`src/rtl/core/fxaf_pkg.sv`:
```
// fxaf_pkg: shared widths, defaults, command codes and controller/datapath structs
// for the filtered-x LMS anti-noise filter. No dependencies.
`default_nettype none
package fxaf_pkg;

  localparam int CONTROL_TAPS_DEF   = 64;
  localparam int SECONDARY_TAPS_DEF = 32;
  localparam int ERROR_CHANNELS_DEF = 4;

  localparam int SAMPLE_W   = 16;
  localparam int TAP_W      = 32;
  localparam int FR_W       = 24;
  localparam int STEP_W     = 16;
  localparam int COEF_IDX_W = 5;

  localparam logic [STEP_W-1:0] STEP_RESET = 16'd328;

  localparam logic CMD_SAMPLE = 1'b0;
  localparam logic CMD_LOAD   = 1'b1;

  typedef struct packed {
    logic clr_step;
    logic load_coef;
    logic push_in;
    logic tap_start;
    logic t_mlo;
    logic t_mhi;
    logic t_full;
    logic t_upd;
    logic t_prod;
    logic y_push;
    logic s_start;
    logic s_src_fid;
    logic s_step;
    logic anti_cap;
    logic fr_push;
    logic out_load;
  } dp_cmd_t;

  typedef struct packed {
    logic clr_last;
    logic tap_last;
    logic sec_last;
    logic pipe_busy;
    logic out_free;
  } dp_sts_t;

endpackage
`default_nettype wire

```
`src/rtl/core/fxaf_ctrl.sv`:
```
// fxaf_ctrl: sequencing state machine for the anti-noise filter.
// Depends on fxaf_pkg (dp_cmd_t, dp_sts_t, command codes).
`default_nettype none
module fxaf_ctrl (
  input  wire logic              clk,
  input  wire logic              rst_n,
  input  wire logic              in_valid,
  input  wire logic              in_cmd,
  output logic                   in_ready,
  input  wire fxaf_pkg::dp_sts_t sts,
  output fxaf_pkg::dp_cmd_t      cmd
);
  localparam logic [4:0] S_CLR       = 5'd0;
  localparam logic [4:0] S_IDLE      = 5'd1;
  localparam logic [4:0] S_TSTART    = 5'd2;
  localparam logic [4:0] S_T0        = 5'd3;
  localparam logic [4:0] S_T1        = 5'd4;
  localparam logic [4:0] S_T2        = 5'd5;
  localparam logic [4:0] S_T3        = 5'd6;
  localparam logic [4:0] S_T4        = 5'd7;
  localparam logic [4:0] S_T5        = 5'd8;
  localparam logic [4:0] S_YFIN      = 5'd9;
  localparam logic [4:0] S_YPUSH     = 5'd10;
  localparam logic [4:0] S_OH_START  = 5'd11;
  localparam logic [4:0] S_OH_RUN    = 5'd12;
  localparam logic [4:0] S_OH_DRAIN  = 5'd13;
  localparam logic [4:0] S_ANTI      = 5'd14;
  localparam logic [4:0] S_FID_START = 5'd15;
  localparam logic [4:0] S_FID_RUN   = 5'd16;
  localparam logic [4:0] S_FID_DRAIN = 5'd17;
  localparam logic [4:0] S_FRPUSH    = 5'd18;
  localparam logic [4:0] S_DONE      = 5'd19;

  logic [4:0] state_r, state_nxt;
  logic       acc_in;

  assign in_ready = (state_r == S_IDLE);
  assign acc_in   = in_valid && in_ready;

  always_comb begin
    state_nxt = state_r;
    cmd       = '0;
    unique case (state_r)
      S_CLR: begin
        cmd.clr_step = 1'b1;
        if (sts.clr_last) state_nxt = S_IDLE;
      end
      S_IDLE: begin
        if (acc_in) begin
          if (in_cmd == fxaf_pkg::CMD_LOAD) begin
            cmd.load_coef = 1'b1;
          end else begin
            cmd.push_in = 1'b1;
            state_nxt   = S_TSTART;
          end
        end
      end
      S_TSTART: begin
        cmd.tap_start = 1'b1;
        state_nxt     = S_T0;
      end
      S_T0: state_nxt = S_T1;
      S_T1: begin
        cmd.t_mlo = 1'b1;
        state_nxt = S_T2;
      end
      S_T2: begin
        cmd.t_mhi = 1'b1;
        state_nxt = S_T3;
      end
      S_T3: begin
        cmd.t_full = 1'b1;
        state_nxt  = S_T4;
      end
      S_T4: begin
        cmd.t_upd = 1'b1;
        state_nxt = S_T5;
      end
      S_T5: begin
        cmd.t_prod = 1'b1;
        state_nxt  = sts.tap_last ? S_YFIN : S_T0;
      end
      S_YFIN: state_nxt = S_YPUSH;
      S_YPUSH: begin
        cmd.y_push = 1'b1;
        state_nxt  = S_OH_START;
      end
      S_OH_START: begin
        cmd.s_start = 1'b1;
        state_nxt   = S_OH_RUN;
      end
      S_OH_RUN: begin
        cmd.s_step = 1'b1;
        if (sts.sec_last) state_nxt = S_OH_DRAIN;
      end
      S_OH_DRAIN: begin
        if (!sts.pipe_busy) state_nxt = S_ANTI;
      end
      S_ANTI: begin
        cmd.anti_cap = 1'b1;
        state_nxt    = S_FID_START;
      end
      S_FID_START: begin
        cmd.s_start   = 1'b1;
        cmd.s_src_fid = 1'b1;
        state_nxt     = S_FID_RUN;
      end
      S_FID_RUN: begin
        cmd.s_step = 1'b1;
        if (sts.sec_last) state_nxt = S_FID_DRAIN;
      end
      S_FID_DRAIN: begin
        if (!sts.pipe_busy) state_nxt = S_FRPUSH;
      end
      S_FRPUSH: begin
        cmd.fr_push = 1'b1;
        state_nxt   = S_DONE;
      end
      S_DONE: begin
        if (sts.out_free) begin
          cmd.out_load = 1'b1;
          state_nxt    = S_IDLE;
        end
      end
      default: state_nxt = S_CLR;
    endcase
  end

  always_ff @(posedge clk) begin
    if (!rst_n) begin
      state_r <= S_CLR;
    end else begin
      state_r <= state_nxt;
    end
  end
endmodule
`default_nettype wire

```
`config.mk`:
```
export PLATFORM = sky130hd
export DESIGN_NAME = fxaf_ctrl
export DESIGN_NICKNAME = d
export VERILOG_FILES = /design/src/rtl/core/fxaf_pkg.sv /design/src/rtl/core/fxaf_ctrl.sv
export SDC_FILE = /design/constraint.sdc
export NUM_CORES = 1
export LEC_CHECK = 0
export BUFFER_PORTS_ARGS = -buffer_cell sky130_fd_sc_hd__buf_4
export CORE_AREA = 10 10 47 49
export CTS_CLUSTER_DIAMETER = 60
export DETAILED_ROUTE_END_ITERATION = 7
export DIE_AREA = 0 0 57 59
export GPL_ROUTABILITY_DRIVEN = 0
export PLACE_DENSITY = 0.78
export REMOVE_ABC_BUFFERS = 1
export SYNTH_ARGS = -nofsm -noshare
export SYNTH_HDL_FRONTEND = slang
export SYNTH_SLANG_ARGS = --single-unit
```
`constraint.sdc`:
```
create_clock -name clk -period 1.6 [get_ports clk]
set_clock_uncertainty 0.05 [all_clocks]
set_input_delay 0.08 -clock clk [delete_from_list [all_inputs] [get_ports clk]]
set_output_delay 0.08 -clock clk [all_outputs]
set_load 0.05 [all_outputs]
```
Yosys cells after proc, flatten, opt, wreduce, memory -nomap -nowiden:

Cells that the tools add are included.

* eq/ne operators: 27
* mux-type cells: 29
* reduce and logical (&&, ||, !) cells: 5

Operators with widths (count)
* 5-bit one-hot mux with 20 select lines: 1
* 5-bit by 4-bit == test with 1-bit output, second input constant: 8
* 5-bit two-way mux: 8
* 5-bit by 3-bit == test with 1-bit output, second input constant: 4
* 5-bit == test, second input constant: 4
* 1-bit two-way mux: 17
* 2-bit != test, second input constant: 7
* 5-bit by 2-bit == test with 1-bit output, second input constant: 2
* 8-bit AND reduction: 1
* 5-bit by 1-bit == test with 1-bit output, second input constant: 1
* 5-bit zero test: 1
* 2-bit two-way mux: 2
* 4-bit two-way mux: 1
* 2-bit OR reduction: 2
* 2-bit by 1-bit != test with 1-bit output, second input constant: 1
* 1-bit logical AND: 1

* flip-flop bits (word level): 5
* bits of input ports: 9
* output and inout bits: 17

Logic depth before layout (Yosys ltp):

* depth in word-level cells: 4
* depth in mapped cells: 5
* gate-level depth less buffers: 4

Worst setup path before layout:

No wires, ideal clock.

* path type: register to output
* from: register state_r[4]
* to: output cmd[7] in the netlist's numbering
* data arrival time: 2127 ps
* path slack: -657 ps
* stages on the path, launching flop included: 4
* path buffers: 1
* cells stage by stage: dfxtp_1 > clkbuf_1 > nand2b_1 > nor4_1

RTL lines
* start: declaration: line fxaf_ctrl.sv:34 `logic [4:0] state_r, state_nxt;`
* start signal: assignment: line fxaf_ctrl.sv:133 `state_r <= state_nxt;`
* end: declaration: line fxaf_ctrl.sv:11 `output fxaf_pkg::dp_cmd_t cmd`

==> reports/metrics.yaml <==
clock_tree:
  cts_buffer_depth: 2
  numCtsBuffers: 3
  clock-sinks: 5
  cts_tree: "built"
  clkSlewWorstSetupHoldPaths_ps: 50
  h-tree-depth: 1
  clk_latency_ps: 260
  root_buffer: "clkbuf_4"
logic_synthesis:
  synth_top_family_by_area: "simple AND/OR/NAND/NOR gates"
  synth_warnings: 0
  avgSynthCellArea_um2: 6.81
  yosys.area_share.simple_pct: 48.8
  ys_types: 31
  synthesis.area_um2: 477
  synth_edf_count: 0
  synth_compound_gate_area_share_pct: 16.3
  ys_async_sr_fraction_pct: 0
  synth_xor_area_share_pct: 3.67
  synth-seq-cells: 5
  yosysSeqAreaShare_pct: 21.0
  synth_mux_area_share_pct: 2.10
  ys.flop_type: "dfxtp_1"
  yosysMostFrequentCell: "nor2_1"
  synthTopCellsByCount: "nor2_1 (11), nand2_1 (7), a21oi_1 (5), dfxtp_1 (5), nor4_1 (5)"
  synth-adder-area-share_pct: 0
  netlist_instances: 70
  yosysTopAreaCellShare_pct: 21.0
  synth_area_leaders: "dfxtp_1 (21%), nor2_1 (8.7%), nor4_1 (6.6%)"
  synth_top_area_cell: "dfxtp_1"
pwr:
  total_leakage_power_nw: 0.377
  intPower_w: 0.000464
  clkPwrFrac_pct: 18.2
  p_sw_w: 0.000400
  seqPwrFrac_pct: 19.9
  ir_worst_vdd_mv: 0.471
  p_sw_share_pct: 46.3
  power.total_w: 0.000864
  cellPowerDensity_nw_per_um2: 960
  pwr-share-comb_pct: 61.9
detailed_routing:
  dr.pass1.iters: 3
  drc: 0
  via_per_inst: 5.45
  drtIter0Drc: 11
  routedWlPerCell_um: 15.6
  postRouteAntennaNets: 0
  wl_mm: 1.88
  vias: 660
status:
  status: "finished, violations left"
  violations: "negative setup slack"
floorplanning:
  die_w_um: 57
  coreArea_um2: 1400
  die_area_um2: 3360
  ios: 26
  initial_core_util_pct: 34.0
  die_h_um: 59
  num_rows: 14
worst_setup_path:
  max_stage_delay_ps: 400
  worstPathMaxFanout: 6
  path_cells: "or3b_4 -> buf_6 -> a211oi_2 -> buf_6"
  worst-setup-path-type: "reg2out"
  cp_slowest_cell: "or3b_4"
  critPathArrivalTime_ps: 1520
  cp-end-kind: "output port"
  cp-start-kind: "register"
  worst-endpoint-required_ps: 1470
  crit_path_frequent_cell: "buf_6"
sta:
  hold_ws_ps: 61.9
  maxSlewHeadroom_pct: 80.9
  rsz0062_at_grt: "yes"
  fin_tns_setup_ps: -92.5
  fin_crit_sh_pct: 103
  fin_ws_ps: -54.2
  setup_viol: 3
  hold_viol_final: 0
  fmax_mhz: 605
  min_period_ps: 1650
  slew_violations: 0
  worst_pin_slew_ps: 283
global_routing:
  first_global_vias: 636
  grtUsageTotal_pct: 10.5
  grt-ovfl-total: 0
  grt_pass1_wl_mm: 2.82
  antenna_found_initial: 0
  grt_max_degree: 14
flow_run:
  maxCapViolCount: 0
finish:
  antenna_cells: 0
  nets: 115
  largest_reg_flops: 5
  nFillCells: 132
  largestRegisters: "state_r: 5 flops"
  drive_gt1_share_pct: 59.0
  synthToLayoutAreaGrowth_pct: 88.7
  regMostFlops: "state_r"
  fin_area_um2: 900
hold_path:
  hold_class: "in2reg"
placement:
  dpl_cell_area_um2: 728
  dp_slack_ps: 25.0
  hpwl_mm: 1.27
  port_buffers: 25
-- power by group through the flow --
stage | Combinational, W | Clock (W) | Sequential [W]
after floorplan | 0.000278 | 0 | 0.000193
final | 0.000535 | 0.000157 | 0.000171
after detailed placement | 0.000465 | 0 | 0.000167
after CTS | 0.000475 | 0.000158 | 0.000168
after global routing | 0.000571 | 0.000166 | 0.000173
after global placement | 0.000463 | 0 | 0.000166
-- area by class of cell --
type,count,area (um^2),share of cell area [%]
clock buffers,4,26.3,2.92
repair buffers,37,319,35.5
inverters,2,7.51,0.834
multi-input cells,57,415,46.2
well taps,16,20.0,2.23
flip-flops and latches,5,111,12.4
-- per-layer routing --
layer | vias to the layer above | track usage [%] | routed length (um)
met5 | - | 0 | 0
met4 | 0 | 6.04 | 42
met3 | 5 | 4.29 | 155
met2 | 21 | 19.4 | 983
met1 | 312 | 9.60 | 703
li1 | 322 | - | -
-- repair_timing --
item	4_1_cts	5_1_grt
hold endpoints to repair	0	0
hold buffers	0	0
resized for setup	8	26
endpoints found under the setup margin	7	14
pin swaps	1	5
buffers inserted	1	1
-- worst paths after layout --
kind	startpoint	to	depth (start not counted)	slack [ps]
worst max register to register	state_r[2]	state_r[4]	4	20
worst max-delay path	state_r[2]	cmd[3]	4	-50
worst min-delay path	rst_n	state_r[0]	3	60
worst min register to register	state_r[3]	state_r[4]	3	660
-- metrics by stage --
step / utilization [%] / instances
4_1_cts: 56.2 / 120
6_report: 64.2 / 121
2_1_floorplan: - / 64
5_1_grt: 64.2 / 121
3_3_place_gp: 52.0 / 115
3_5_place_dp: 52.0 / 115
-- worst max-delay path: cells and delay by family (launching register included) --
family | cells | cell delay, ps
AOI/OAI and AO/OA | 1 | 190
buffers and inverters | 2 | 320
DFF | 1 | 360
and+or+nand+nor | 1 | 400
-- kinds of logic (layout without fill, tap and decap cells) --
group                     count (synthesis)  in the layout
xor gates and xnor gates                  2              2
muxes                                     1              1
AOI/OAI and AO/OA                        12             12
and+or+nand+nor                          42             42
buffers and inverters                     8             43
DFF                                       5              5
-- cell usage in the layout, fill, tap and decap left out, drive strengths merged, types with 2 or more instances in the layout --
cell type	n
and3	2
inv	2
nor3	3
nor4	5
clkbuf	4
o21ai	2
nor3b	2
or2	2
nand2	7
buf	37
nand3	2
a21oi	5
dfxtp	5
nand2b	3
a221o	2
nor2	11
Note: power is estimated with default switching activity, not from simulation.
